### src/sv/sorted_node_key_table_top_assert.svh
// Assertion macros for the sorted node key table.
// Used by sorted_node_key_table_top; expects i_clk and i_rst_n in scope.
`ifndef SORTED_NODE_KEY_TABLE_TOP_ASSERT_SVH
`define SORTED_NODE_KEY_TABLE_TOP_ASSERT_SVH

// same-cycle implication, checked out of reset
`define SNKT_ASSERT_NOW(lbl, ante, cons, msg) \
    lbl: assert property (@(posedge i_clk) disable iff (!i_rst_n) \
        (ante) |-> (cons)) else $error(msg);

// next-cycle implication, checked out of reset
`define SNKT_ASSERT_NEXT(lbl, ante, cons, msg) \
    lbl: assert property (@(posedge i_clk) disable iff (!i_rst_n) \
        (ante) |=> (cons)) else $error(msg);

`endif

### src/sv/sntk_pkg.sv
// Shared constants for the sorted node key table: command and status codes,
// fixed field widths. No dependencies.
package sntk_pkg;

    localparam int CMD_W   = 2;
    localparam int STAT_W  = 2;
    localparam int FKEY_W  = 32;
    localparam int FIDX_W  = 4;
    localparam int ORDER_W = 5;

    localparam logic [CMD_W-1:0] CMD_INSERT = 2'd0;
    localparam logic [CMD_W-1:0] CMD_DELETE = 2'd1;
    localparam logic [CMD_W-1:0] CMD_FIND   = 2'd2;
    localparam logic [CMD_W-1:0] CMD_READ   = 2'd3;

    localparam logic [STAT_W-1:0] ST_OK        = 2'd0;
    localparam logic [STAT_W-1:0] ST_FULL      = 2'd1;
    localparam logic [STAT_W-1:0] ST_NOT_FOUND = 2'd2;
    localparam logic [STAT_W-1:0] ST_BAD_POS   = 2'd3;

    localparam logic [ORDER_W-1:0] ORDER_RESET = 5'd16;

endpackage

### src/sv/sorted_node_key_table_top.sv
// Sorted key array of one tree node, held in a synchronous RAM with one read and one write port.
// Depends on sntk_pkg and sorted_node_key_table_top_assert.svh.
//
// Usage:
//   Input channel (i_in_valid / o_in_ready) carries command, key and slot.
//   Output channel (o_out_valid / i_out_ready) carries one result per command.
//   i_cfg_we with i_cfg_wdata sets the tree order; write only while idle.
// Command steps:
//   Insert walks down from the top key, moving each greater key up one slot,
//   then writes the new key into the freed slot. Delete and find walk up
//   from slot 0, delete then closes the gap in the same pass. Read fetches
//   one slot. Full node, empty node and bad slot skip the walk.
//   The walk is paced by the key RAM: one read and one write per cycle with a
//   registered read port, one key per cycle.
// Only one command is in work at a time; o_in_ready is high while idle.
// The result sits in an output register, so the next command is taken while
// a result still waits. If the receiver stalls, a finished result waits in
// the block until the output register frees.
// Reset clears the key count and the output valid and sets the order to 16;
// RAM contents are not cleared (slots at or past the count are never read).
module sorted_node_key_table_top #(
    parameter int MAX_ORDER = 16,
    parameter int KEY_WIDTH = 32
) (
    input  logic                              i_clk,
    input  logic                              i_rst_n,
    input  logic                              i_cfg_we,
    input  logic [sntk_pkg::ORDER_W-1:0]      i_cfg_wdata,
    input  logic                              i_in_valid,
    output logic                              o_in_ready,
    input  logic [sntk_pkg::CMD_W-1:0]        i_command,
    input  logic [sntk_pkg::FKEY_W-1:0]       i_key_in,
    input  logic [sntk_pkg::FIDX_W-1:0]       i_slot_index,
    output logic                              o_out_valid,
    input  logic                              i_out_ready,
    output logic [sntk_pkg::STAT_W-1:0]       o_status,
    output logic [sntk_pkg::FIDX_W-1:0]       o_found_index,
    output logic [sntk_pkg::FKEY_W-1:0]       o_key_out,
    output logic [sntk_pkg::FIDX_W-1:0]       o_key_count,
    output logic                              o_has_room
);

    localparam int DEPTH = MAX_ORDER - 1;
    localparam int AW    = $clog2(DEPTH);
    localparam int CW    = $clog2(MAX_ORDER);
    localparam int OW    = ($clog2(MAX_ORDER + 1) > sntk_pkg::ORDER_W) ?
                           $clog2(MAX_ORDER + 1) : sntk_pkg::ORDER_W;
    localparam int SW    = (CW > sntk_pkg::FIDX_W) ? CW : sntk_pkg::FIDX_W;

    localparam logic [1:0] S_IDLE = 2'd0;
    localparam logic [1:0] S_SCAN = 2'd1;
    localparam logic [1:0] S_PUT  = 2'd2;
    localparam logic [1:0] S_DONE = 2'd3;

    logic [KEY_WIDTH-1:0] mem [DEPTH];

    logic [1:0]                    r_state, n_state;
    logic [sntk_pkg::ORDER_W-1:0]  r_node_order;
    logic [CW-1:0]                 r_count, n_count;
    logic [sntk_pkg::CMD_W-1:0]    r_cmd, n_cmd;
    logic [KEY_WIDTH-1:0]          r_key, n_key;
    logic [AW-1:0]                 r_cur, n_cur;
    logic                          r_hit, n_hit;
    logic [KEY_WIDTH-1:0]          r_rd_data;
    logic [sntk_pkg::STAT_W-1:0]   r_res_status, n_res_status;
    logic [AW-1:0]                 r_res_index, n_res_index;
    logic [KEY_WIDTH-1:0]          r_res_key, n_res_key;
    logic                          r_out_valid, n_out_valid;
    logic [sntk_pkg::STAT_W-1:0]   r_out_status, n_out_status;
    logic [sntk_pkg::FIDX_W-1:0]   r_out_index, n_out_index;
    logic [sntk_pkg::FKEY_W-1:0]   r_out_key, n_out_key;
    logic [sntk_pkg::FIDX_W-1:0]   r_out_count, n_out_count;
    logic                          r_out_room, n_out_room;

    logic                 w_accept;
    logic [OW-1:0]        w_ord;
    logic [CW-1:0]        w_cap;
    logic [AW-1:0]        w_top;
    logic                 w_last;
    logic                 w_rd_en;
    logic [AW-1:0]        w_rd_addr;
    logic                 w_wr_en;
    logic [AW-1:0]        w_wr_addr;
    logic [KEY_WIDTH-1:0] w_wr_data;

    assign o_in_ready    = (r_state == S_IDLE);
    assign w_accept      = i_in_valid && o_in_ready;
    assign o_out_valid   = r_out_valid;
    assign o_status      = r_out_status;
    assign o_found_index = r_out_index;
    assign o_key_out     = r_out_key;
    assign o_key_count   = r_out_count;
    assign o_has_room    = r_out_room;

    // clamp order to [2, MAX_ORDER], capacity is order - 1
    always_comb begin
        w_ord = OW'(r_node_order);
        if (w_ord < OW'(2)) begin
            w_ord = OW'(2);
        end else if (w_ord > OW'(MAX_ORDER)) begin
            w_ord = OW'(MAX_ORDER);
        end
        w_cap = CW'(w_ord - OW'(1));
    end

    assign w_top  = AW'(r_count - CW'(1));
    assign w_last = (r_cur == w_top);

    always_comb begin
        n_state      = r_state;
        n_count      = r_count;
        n_cmd        = r_cmd;
        n_key        = r_key;
        n_cur        = r_cur;
        n_hit        = r_hit;
        n_res_status = r_res_status;
        n_res_index  = r_res_index;
        n_res_key    = r_res_key;
        n_out_valid  = r_out_valid;
        n_out_status = r_out_status;
        n_out_index  = r_out_index;
        n_out_key    = r_out_key;
        n_out_count  = r_out_count;
        n_out_room   = r_out_room;
        w_rd_en      = 1'b0;
        w_rd_addr    = '0;
        w_wr_en      = 1'b0;
        w_wr_addr    = '0;
        w_wr_data    = r_key;

        if (r_out_valid && i_out_ready) begin
            n_out_valid = 1'b0;
        end

        case (r_state)
            S_IDLE: begin
                if (w_accept) begin
                    n_cmd        = i_command;
                    n_key        = KEY_WIDTH'(i_key_in);
                    n_res_status = sntk_pkg::ST_OK;
                    n_res_index  = '0;
                    n_res_key    = '0;
                    n_hit        = 1'b0;
                    case (i_command)
                        sntk_pkg::CMD_INSERT: begin
                            if (r_count >= w_cap) begin
                                n_res_status = sntk_pkg::ST_FULL;
                                n_state      = S_DONE;
                            end else if (r_count == '0) begin
                                w_wr_en   = 1'b1;
                                w_wr_addr = '0;
                                w_wr_data = KEY_WIDTH'(i_key_in);
                                n_count   = CW'(1);
                                n_state   = S_DONE;
                            end else begin
                                w_rd_en   = 1'b1;
                                w_rd_addr = w_top;
                                n_cur     = w_top;
                                n_state   = S_SCAN;
                            end
                        end
                        sntk_pkg::CMD_DELETE, sntk_pkg::CMD_FIND: begin
                            if (r_count == '0) begin
                                n_res_status = sntk_pkg::ST_NOT_FOUND;
                                n_state      = S_DONE;
                            end else begin
                                w_rd_en   = 1'b1;
                                w_rd_addr = '0;
                                n_cur     = '0;
                                n_state   = S_SCAN;
                            end
                        end
                        default: begin
                            if (SW'(i_slot_index) < SW'(r_count)) begin
                                w_rd_en   = 1'b1;
                                w_rd_addr = AW'(i_slot_index);
                                n_cur     = AW'(i_slot_index);
                                n_state   = S_SCAN;
                            end else begin
                                n_res_status = sntk_pkg::ST_BAD_POS;
                                n_state      = S_DONE;
                            end
                        end
                    endcase
                end
            end
            S_SCAN: begin
                case (r_cmd)
                    sntk_pkg::CMD_INSERT: begin
                        // walking down: greater keys move up one slot
                        w_wr_en   = 1'b1;
                        w_wr_addr = AW'(r_cur + AW'(1));
                        if (r_rd_data > r_key) begin
                            w_wr_data = r_rd_data;
                            if (r_cur == '0) begin
                                n_state = S_PUT;
                            end else begin
                                w_rd_en   = 1'b1;
                                w_rd_addr = AW'(r_cur - AW'(1));
                                n_cur     = AW'(r_cur - AW'(1));
                            end
                        end else begin
                            w_wr_data   = r_key;
                            n_res_index = AW'(r_cur + AW'(1));
                            n_count     = CW'(r_count + CW'(1));
                            n_state     = S_DONE;
                        end
                    end
                    sntk_pkg::CMD_DELETE, sntk_pkg::CMD_FIND: begin
                        if (r_hit) begin
                            // closing the gap behind the deleted key
                            w_wr_en   = 1'b1;
                            w_wr_addr = AW'(r_cur - AW'(1));
                            w_wr_data = r_rd_data;
                        end
                        if (!r_hit && r_rd_data == r_key) begin
                            n_res_index = r_cur;
                            n_hit       = 1'b1;
                        end
                        if (r_hit || r_rd_data == r_key) begin
                            if (w_last || r_cmd == sntk_pkg::CMD_FIND) begin
                                if (r_cmd == sntk_pkg::CMD_DELETE) begin
                                    n_count = CW'(r_count - CW'(1));
                                end
                                n_state = S_DONE;
                            end else begin
                                w_rd_en   = 1'b1;
                                w_rd_addr = AW'(r_cur + AW'(1));
                                n_cur     = AW'(r_cur + AW'(1));
                            end
                        end else if (w_last) begin
                            n_res_status = sntk_pkg::ST_NOT_FOUND;
                            n_state      = S_DONE;
                        end else begin
                            w_rd_en   = 1'b1;
                            w_rd_addr = AW'(r_cur + AW'(1));
                            n_cur     = AW'(r_cur + AW'(1));
                        end
                    end
                    default: begin
                        n_res_key   = r_rd_data;
                        n_res_index = r_cur;
                        n_state     = S_DONE;
                    end
                endcase
            end
            S_PUT: begin
                // every held key was greater: new key lands in slot 0
                w_wr_en     = 1'b1;
                w_wr_addr   = '0;
                w_wr_data   = r_key;
                n_res_index = '0;
                n_count     = CW'(r_count + CW'(1));
                n_state     = S_DONE;
            end
            S_DONE: begin
                if (!r_out_valid || i_out_ready) begin
                    n_out_valid  = 1'b1;
                    n_out_status = r_res_status;
                    n_out_index  = sntk_pkg::FIDX_W'(r_res_index);
                    n_out_key    = sntk_pkg::FKEY_W'(r_res_key);
                    n_out_count  = sntk_pkg::FIDX_W'(r_count);
                    n_out_room   = (r_count < w_cap);
                    n_state      = S_IDLE;
                end
            end
            default: begin
                n_state = S_IDLE;
            end
        endcase
    end

    always_ff @(posedge i_clk) begin
        if (w_wr_en) begin
            mem[w_wr_addr] <= w_wr_data;
        end
        if (w_rd_en) begin
            r_rd_data <= mem[w_rd_addr];
        end
    end

    always_ff @(posedge i_clk) begin
        if (!i_rst_n) begin
            r_state      <= S_IDLE;
            r_count      <= '0;
            r_out_valid  <= 1'b0;
            r_node_order <= sntk_pkg::ORDER_RESET;
        end else begin
            r_state     <= n_state;
            r_count     <= n_count;
            r_out_valid <= n_out_valid;
            if (i_cfg_we) begin
                r_node_order <= i_cfg_wdata;
            end
        end
    end

    always_ff @(posedge i_clk) begin
        r_cmd        <= n_cmd;
        r_key        <= n_key;
        r_cur        <= n_cur;
        r_hit        <= n_hit;
        r_res_status <= n_res_status;
        r_res_index  <= n_res_index;
        r_res_key    <= n_res_key;
        r_out_status <= n_out_status;
        r_out_index  <= n_out_index;
        r_out_key    <= n_out_key;
        r_out_count  <= n_out_count;
        r_out_room   <= n_out_room;
    end

`include "sorted_node_key_table_top_assert.svh"

    `SNKT_ASSERT_NEXT(a_accept_busy, w_accept, r_state != S_IDLE,
        "accepted command left the block idle")
    `SNKT_ASSERT_NOW(a_count_depth, 1'b1, r_count <= CW'(DEPTH),
        "key count beyond table depth")
    `SNKT_ASSERT_NOW(a_scan_in_range, r_state == S_SCAN, r_cur <= w_top,
        "scan pointer past the last held key")
    `SNKT_ASSERT_NOW(a_no_write_done, r_state == S_DONE, !w_wr_en,
        "key RAM written while a result waits")

endmodule

### config.mk
export PLATFORM = sky130hd
export DESIGN_NAME = sorted_node_key_table_top
export DESIGN_NICKNAME = d
export VERILOG_FILES = /design/src/sv/sntk_pkg.sv /design/src/sv/sorted_node_key_table_top.sv
export VERILOG_INCLUDE_DIRS = /design/src /design/src/sv
export SDC_FILE = /design/constraint.sdc
export NUM_CORES = 1
export LEC_CHECK = 0
export BUFFER_PORTS_ARGS = -buffer_cell sky130_fd_sc_hd__buf_2
export CELL_PAD_IN_SITES_DETAIL_PLACEMENT = 0
export CELL_PAD_IN_SITES_GLOBAL_PLACEMENT = 2
export CORE_ASPECT_RATIO = 1.25
export CORE_MARGIN = 2
export CORE_UTILIZATION = 30
export CTS_BUF_LIST = sky130_fd_sc_hd__clkbuf_4
export CTS_CLUSTER_DIAMETER = 50
export DETAILED_ROUTE_END_ITERATION = 10
export HOLD_SLACK_MARGIN = 0.06
export PLACE_DENSITY_LB_ADDON = 0.1
export SLEW_MARGIN = 40
export SYNTH_ARGS = -nofsm -noshare
export SYNTH_HDL_FRONTEND = slang
export SYNTH_SLANG_ARGS = --single-unit
### constraint.sdc
create_clock -name i_clk -period 5.55 [get_ports i_clk]
set_input_delay 0.2775 -clock i_clk [delete_from_list [all_inputs] [get_ports i_clk]]
set_output_delay 0.2775 -clock i_clk [all_outputs]
set_load 0.05 [all_outputs]
[Yosys cells after proc, flatten, opt, wreduce, memory -nomap -nowiden]
Memories as Yosys holds them, arrays and structs flattened. A register that Yosys moved wholly into a read port is not among the register bits.
Cells that the tools add are included.
Operators by class
  add/subtract/negate cells: 5
  order comparisons: 6
  equal/unequal tests: 36
  multiplexer cells: 106
  reduce and logical (&&, ||, !) cells: 27
Operators by type and width (number)
  2-to-1 mux 32 bit: 8
  one-hot mux 32 bit (2 select lines): 3
  2-to-1 mux 4 bit: 34
  one-hot mux 4 bit (2 select lines): 9
  == test 32 bit: 1
  greater-than comparator 32 bit: 1
  2-to-1 mux 2 bit: 16
  != test 3 bit, second input constant: 10
  one-hot mux 4 bit (3 select lines): 2
  2-to-1 mux 1 bit: 23
  != test 4 bit, second input constant: 5
  one-hot mux 2 bit (2 select lines): 4
  != test 2 bit, second input constant: 7
  subtractor 4 x 1 -> 4 bit, second input constant: 3
  AND reduction 11 bit: 1
  one-hot mux 1 bit (2 select lines): 5
  AND reduction 10 bit: 1
  AND reduction 5 bit: 2
  adder 4 x 1 -> 4 bit, second input constant: 2
  == test 2 bit, second input constant: 4
  zero test 4 bit: 2
  < comparator 4 bit: 2
  one-hot mux 2 bit (4 select lines): 1
  AND reduction 4 bit: 2
  other kinds (19): 32
Word-level totals
  register bits: 132
  memory bits (writable): 480
  memories kept: 1
Memory list
  mem: words 15, width 32, read ports 1, clocked after Yosys merged registers in 1, wr ports 1, RTL line sorted_node_key_table_top.sv:55  | logic [KEY_WIDTH-1:0] mem [DEPTH];

[Depth between registers and ports, before layout]
Gate-level depths: netlist of the first run.
  depth in word-level cells: 11
  depth in mapped cells: 17
  mapped depth without buffers: 14

[Worst setup path before layout of the first run]
OpenSTA, ideal clock, no wires.
  path type: register -> register
  start point: reg r_node_order[2] (netlist name)
  end point: mem mem[0][0] (enable)
  arrival: 4.183 ns
  setup slack: 0.946 ns
  cell stages (with the launch flop): 13
  path buffers: 0
  period minus slack after synthesis: 4.604 ns
  cell sequence: dfxtp_1 o311ai_0 ha_1 ha_1 nor2b_1 o21a_1 o21a_1 nor2_1 nand3_1 nor2_1 nor2_1 a221o_1 nor2_1
On the way
  word-level cells in the longest chain between the ends: 11
  elaborated cells between the ends (all ways): 12
  those cells by class: add/sub: 1; order compare: 3; mux: 8
Ends and longest elaborated chain
  start, declared: RTL line sorted_node_key_table_top.sv:58  | logic [sntk_pkg::ORDER_W-1:0] r_node_order;
  start signal, assigned: RTL line sorted_node_key_table_top.sv:287  | r_node_order <= sntk_pkg::ORDER_RESET;
  start signal, assigned: RTL line sorted_node_key_table_top.sv:293  | r_node_order <= i_cfg_wdata;
  greater-than comparator 5 bit: RTL line sorted_node_key_table_top.sv:100  | end else if (w_ord > OW'(MAX_ORDER)) begin
  2-to-1 mux 4 bit: RTL line sorted_node_key_table_top.sv:100
  2-to-1 mux 4 bit (*): RTL line sorted_node_key_table_top.sv:98  | if (w_ord < OW'(2)) begin
  subtractor 4 x 1 -> 4 bit (*): RTL line sorted_node_key_table_top.sv:103  | w_cap = CW'(w_ord - OW'(1));
  >= comparator 4 bit (*): RTL line sorted_node_key_table_top.sv:146  | if (r_count >= w_cap) begin
  2-to-1 mux 1 bit (*): RTL line sorted_node_key_table_top.sv:146
  2-to-1 mux 1 bit (*): RTL line sorted_node_key_table_top.sv:144  | case (i_command)
  2-to-1 mux 1 bit (*): RTL line sorted_node_key_table_top.sv:137  | if (w_accept) begin
  one-hot mux 1 bit (3 select lines) (*): RTL line sorted_node_key_table_top.sv:135  | case (r_state)
  2-to-1 mux 1 bit (*): RTL line sorted_node_key_table_top.sv:274  | if (w_wr_en) begin
  2-to-1 mux 1 bit (implied by the code) (*): RTL line sorted_node_key_table_top.sv:275  | mem[w_wr_addr] <= w_wr_data;
  end, declared: RTL line sorted_node_key_table_top.sv:55
Mark *: on every way between the ends. The rest lies on a longest branch, timed or not.

[Worst setup path after layout of the first run]
  start point: reg r_node_order[2] (netlist name)
  end point: reg r_rd_data[22], read port of mem, data pin
On the way
  word-level cells in the longest chain between the ends: 9
  elaborated cells between the ends (all ways): 14
  those cells by class: add/sub: 1; order compare: 3; mux: 10
Ends and longest elaborated chain
  greater-than comparator 5 bit: RTL line sorted_node_key_table_top.sv:100
  2-to-1 mux 4 bit: RTL line sorted_node_key_table_top.sv:100
  2-to-1 mux 4 bit (*): RTL line sorted_node_key_table_top.sv:98
  subtractor 4 x 1 -> 4 bit (*): RTL line sorted_node_key_table_top.sv:103
  >= comparator 4 bit (*): RTL line sorted_node_key_table_top.sv:146
  2-to-1 mux 4 bit / 2-to-1 mux 1 bit (equally long branches): RTL line sorted_node_key_table_top.sv:146
  one-hot mux 4 bit (2 select lines) / one-hot mux 1 bit (2 select lines) (equally long branches): RTL line sorted_node_key_table_top.sv:144
  2-to-1 mux 4 bit / 2-to-1 mux 1 bit (equally long branches): RTL line sorted_node_key_table_top.sv:137
  one-hot mux 4 bit (2 select lines) / one-hot mux 1 bit (2 select lines) (equally long branches): RTL line sorted_node_key_table_top.sv:135
  end, declared: RTL line sorted_node_key_table_top.sv:64  | logic [KEY_WIDTH-1:0] r_rd_data;
Marked as above.
A chain may end at the register's enable or synchronous reset.

==> impl_metrics.json, run 1 <==
{
  "syn_to_final_growth_pct": 21.00,
  "cp-end-kind": "register",
  "grt_overflow": 0,
  "drive_above_1_share": 0.2128,
  "grt_pass1_wl_mm": 129.1,
  "drcViolationCount": 0,
  "antenna_found_initial": 3,
  "fin_tns_setup_ns": 0,
  "yosysSeqAreaShare": 0.6717,
  "clk_path_buf_depth": 3,
  "fin_worst_hold_slack_ns": 0.2002,
  "synth_top_area_frac": 0.6633,
  "gp_congestion": 0.7825,
  "ios": 93,
  "cts_tree": "done",
  "power_density_mw_per_mm2": 513.9,
  "cts_resized": 0,
  "synth-seq-cells": 644,
  "relSlewSlack": 0.4579,
  "syn_area_per_cell_um2": 13.63,
  "grt_max_degree": 56,
  "wl_per_cell_um": 23.23,
  "start_util": 0.3030,
  "synth_top_area_cell": "edfxtp_1",
  "h-tree-depth": 4,
  "finalCritPeriodShare": 0.8842,
  "critPathLaunchType": "register",
  "synth_enable_flop_cells": 632,
  "die_h_um": 349.3,
  "drt-initial-drc-count": 1051,
  "worstSkewPairLatency_ns": 1.06,
  "cts-root-buf": "clkbuf_4",
  "ir_worst_vdd_mv": 0.2100,
  "finalWirelength_mm": 87.71,
  "worstMarginPinSlew_ns": 0.8118,
  "worstPathMaxFanout": 52,
  "viasPerCell": 4.981,
  "hold_class": "in -> reg",
  "syn-cell-area_mm2": 0.02861,
  "ys.flop_type": "edfxtp_1",
  "cts_sinks": 644,
  "p_comb_frac": 0.344,
  "numCtsBuffers": 175,
  "finClkSkew_ns": 0.04832,
  "hold_viol_final": 0,
  "worstSetupPathType": "reg -> reg",
  "critPathArrivalTime_ns": 5.70,
  "power_leakage_nw": 13.09,
  "pwr-share-seq": 0.409,
  "synthCells": 2099,
  "min_period_ns": 4.907,
  "die-area_mm2": 0.09788,
  "portBuffers": 92,
  "outcome": "finished, final reports clean",
  "rsz0062_at_grt": "no",
  "post_synth_num_cell_types": 74,
  "finalMaxSlewViolations": 0,
  "core_area_mm2": 0.09443,
  "p_sw_mw": 6.472,
  "syn-num-nets": 2204,
  "max_cap_viol_count": 0,
  "yosys-top-cells-area": "edfxtp_1 (66%), mux2i_1 (6.2%), nand3_1 (2.6%)",
  "cts.reportedPaths.clkPinSlew_ns": 0.07,
  "async_flop_share": 0,
  "max_freq_mhz": 203.8,
  "p_int_mw": 11.32,
  "power.share.clock": 0.247,
  "nets": 2526,
  "grt_pass1_vias": 19335,
  "die_x_um": 280.2,
  "ant_nets": 0,
  "first_pass_iters": 5,
  "grt_use_total": 0.1805,
  "crit_required_ns": 6.34,
  "dp_hpwl_mm": 53.74,
  "setup_viol": 0,
  "vias": 18807,
  "yosys_warnings": 0,
  "p_sw_frac": 0.3638,
  "placementRows": 126
}
## through the flow
step,std cells,instance area (um2),worst slack (ns),total power [mW],utilization
final,3776,34620,0.6427,17.79,0.3666
after global routing,3776,34620,0.3498,18.94,0.3666
after CTS,3771,34580,0.5911,18.11,0.3662
after detailed placement,3360,31280,0.6188,13.54,0.3312
after global placement,3355,31200,0.6028,13.46,0.3304
after floorplan,2099,28610,0.9459,11.02,-
## state kept, by name, indices dropped and copies added (netlist names), 4 cells and up
| name | cells |
|---|---|
| r_rd_data | 32 |
| o_key_out | 32 |
| o_key_count | 4 |
| r_res_index | 4 |
| o_found_index | 4 |
| r_key | 32 |
| r_count | 4 |
| r_cur | 4 |
| mem | 480 |
| r_res_key | 32 |
| r_node_order | 5 |
## cell usage in the layout, fill, tap and decap left out, types with 6 or more instances in the layout
master         count
nand4_1            6
buf_2             93
buf_4             68
mux2_2            34
a31oi_1           30
o211ai_1          34
mux2i_1          176
nor3_1             7
dlygate4sd3_1     99
clkinv_1          35
clkinv_2           7
a311o_1           30
a22o_1            21
a211oi_1           9
nand3_1          148
edfxtp_1         632
dfxtp_1           12
a221oi_1          25
a41oi_1           29
a22oi_1           11
nor4_1             6
xor2_1             6
and2_1            36
inv_1             59
a21o_1            27
clkbuf_4         259
o21ai_0          108
nand2_1          176
nor2_1           105
nand2b_1           6
a21oi_1           61
nor2b_1           11
buf_12            26
xnor2_1           10
ha_1              54
nor2_4            17
## layer usage
layer	track usage	part of all wire	vias to the layer above
li1	-	-	8826
met1	0.2306	0.45	9473
met2	0.3061	0.50	399
met3	0.03824	0.038	109
met4	0.05413	0.019	0
met5	0	0	-
## cell families (layout without fill, tap and decap cells)
logic type / Yosys count / count (layout) / share of synthesized area
flip-flops: 644 / 644 / 0.6717
XOR/XNOR: 17 / 17 / 0.005684
adder cells (fa/ha/maj): 57 / 57 / 0.02492
multiplexers: 213 / 213 / 0.07731
AO/OA/AOI/OAI: 431 / 431 / 0.1059
AND/OR/NAND/NOR: 531 / 531 / 0.08422
buffers and inverters: 206 / 663 / 0.03030
other: 0 / 4 / 0
## cell type report
type	count	area, um2
Clock inverter	53	366.6
Fill cell	9126	59810
Clock buffer	259	1944
Multi-Input combinational cell	1249	8761
Sequential cell	644	19220
Inverter	61	229.0
Antenna cell	4	10.01
Timing Repair Buffer	290	2572
Tap cell	1216	1521
## power by group through the flow
stage,Combinational [mW],Clock [mW],Sequential [mW]
after detailed placement,6.16,0,7.38
after CTS,6.24,4.59,7.28
after global placement,6.08,0,7.38
final,6.12,4.39,7.28
after global routing,6.75,4.85,7.34
after floorplan,3.72,0,7.30
## worst max-delay path: stages (launching register included)
cell and delay [ns]:
dfxtp_1 0.34, o311ai_0 0.53, ha_1 0.33, ha_1 0.29, nor2b_1 0.13, o21a_1 0.17, o21a_1 0.24, nor4_1 0.54
a32oi_1 0.15, o22ai_1 0.51, a31o_4 0.48, buf_12 0.32, o211ai_1 0.14, a31oi_1 0.44
## worst paths after layout
| check | cells after the start | startpoint | to | slack, ns |
|---|---|---|---|---|
| max | 13 | r_node_order[2] | r_rd_data[22] | 0.64 |
| min reg2reg | 0 | r_res_key[4] | o_key_out[4] | 0.41 |
| min | 4 | i_slot_index[2] | r_cur[2] | 0.20 |
| max reg2reg | 13 | r_node_order[2] | r_rd_data[22] | 0.64 |
## cell usage after synthesis (all sizes together) (21+ instances only)
cell,n
nand3,148
nor2,122
ha,57
edfxtp,632
a311o,30
a21o,27
o21ai,109
a221oi,26
a31oi,32
a21oi,63
buf,59
mux2,34
a22o,21
nand2,176
clkbuf,86
a41oi,29
and2,37
mux2i,176
o211ai,34
inv,60
## what timing repair did
item | CTS | global route
hold buffers | 99 | 0
endpoints found under the hold margin | 433 | 0
setup buffers | 0 | 0
Note: power is estimated with default switching activity, not from simulation.
==> run 2, diff against run 1 <==
Settings changed: CORE_MARGIN 2 to default.
==> impl_metrics.json, run 2 (synthesized netlist as in run 1, its figures left out) <==
{
  "outcome": "finished, final reports clean",
  "cts_tree": "done",
  "grt_pass1_wl_mm": 128.6,
  "grt_overflow": 0,
  "first_pass_iters": 5,
  "start_util": 0.3030,
  "post-cts-setup-buffer-count": 0,
  "hold_buffers": 98,
  "drcViolationCount": 0,
  "clk_path_buf_depth": 3,
  "gp_congestion": 0.7628,
  "r2r_start": "r_rd_data[31]",
  "portBuffers": 92,
  "vias": 18800,
  "syn_to_final_growth_pct": 19.88,
  "critPathLaunchType": "register",
  "max_freq_mhz": 196.8,
  "crit_start": "r_rd_data[31]",
  "min_period_ns": 5.080,
  "final_common_cell": "edfxtp_1",
  "hold_class": "in -> reg",
  "h-tree-depth": 4,
  "grt_use_total": 0.1826,
  "ir_worst_vdd_mv": 0.2015,
  "cts.reportedPaths.clkPinSlew_ns": 0.07,
  "regMostFlops": "mem",
  "placementRows": 126,
  "worstSetupPathType": "reg -> reg",
  "critPathArrivalTime_ns": 5.73,
  "numCtsBuffers": 171,
  "hold_viol_final": 0,
  "finalWirelength_mm": 87.74,
  "ant_nets": 0,
  "power_density_mw_per_mm2": 513.1,
  "setup_viol": 0,
  "finalCritPeriodShare": 0.9153,
  "cts_sinks": 644,
  "finalMaxSlewViolations": 0,
  "ios": 93,
  "core_area_mm2": 0.09443,
  "fin_tns_setup_ns": 0,
  "cts_resized": 0,
  "worstPathMaxFanout": 35,
  "finClkSkew_ns": 0.09287,
  "largest_reg_flops": 480,
  "drive_above_1_share": 0.2035,
  "cts-root-buf": "clkbuf_4",
  "grt_pass1_vias": 19361,
  "power_leakage_nw": 12.93,
  "min_from": "i_rst_n",
  "die-area_mm2": 0.09663,
  "rsz0062_at_grt": "no",
  "fin_worst_hold_slack_ns": 0.2689,
  "grt_max_degree": 68,
  "antenna_found_initial": 4,
  "die_x_um": 278.2,
  "finalCoreUtilization": 0.3633,
  "drt-initial-drc-count": 1168,
  "die_h_um": 347.3,
  "crit_required_ns": 6.20,
  "worstSkewPairLatency_ns": 1.02,
  "relSlewSlack": 0.4578,
  "worstMarginPinSlew_ns": 0.8133,
  "wl_per_cell_um": 23.41,
  "final_cell_mix": "edfxtp_1 (632), clkbuf_4 (236), nand2_1 (176), mux2i_1 (176), nand3_1 (148)",
  "viasPerCell": 5.016,
  "nets": 2511,
  "dp_hpwl_mm": 51.66,
  "cp-end-kind": "register",
  "max_cap_viol_count": 0
}
==> run 2: worst max-delay path, cell delays in order (launching register included) <==
cell,delay (ns)
edfxtp_1,0.56
ha_1,0.38
nand3_1,0.11
nor3_1,0.61
nand4_1,0.16
o21ai_0,0.23
or3_4,0.37
and2_4,0.46
a31o_4,0.55
buf_12,0.29
nand2_1,0.09
a311o_1,0.35
a31oi_1,0.52
==> run 2: through the flow <==
step | setup slack, ns | instance area (um2) | total power, mW | instances
after floorplan | 0.9459 | 28610 | 11.02 | 2099
after global placement | 0.4787 | 31030 | 13.45 | 3344
after detailed placement | 0.4806 | 31140 | 13.54 | 3351
after CTS | 0.3901 | 34300 | 17.92 | 3747
after global routing | 0.1678 | 34300 | 18.71 | 3748
final | 0.4699 | 34300 | 17.60 | 3748
==> run 2: path summary, 6_finish.rpt <==
| kind | endpoint | slack (ns) | cells past startpoint |
|---|---|---|---|
| setup / recovery | r_rd_data[11] | 0.47 | 12 |
| hold / removal | r_count[1] | 0.27 | 4 |
| setup reg to reg | r_rd_data[11] | 0.47 | 12 |
| hold reg to reg | o_status[0] | 0.40 | 0 |
==> run 2: report_power, final <==
group	switching [mW]	internal, mW	total, mW
Sequential	0.377	6.86	7.24
Clock	2.00	2.20	4.20
Combinational	4.11	2.05	6.16
Total	6.49	11.1	17.6
==> run 2: layout make-up <==
class                           count  area [um2]
Antenna cell                        1       2.502
Clock buffer                      236        1772
Clock inverter                     62       406.6
Fill cell                        9111       60130
Inverter                           61       229.0
Multi-Input combinational cell   1249        8753
Sequential cell                   644       19220
Tap cell                         1216        1521
Timing Repair Buffer              279        2400
==> run 2: layer usage <==
metal	GRT usage	vias up	part of all wire
met5	0	-	0
li1	-	8785	-
met1	0.2283	9388	0.43
met2	0.3111	469	0.50
met3	0.03644	158	0.043
met4	0.06675	0	0.027
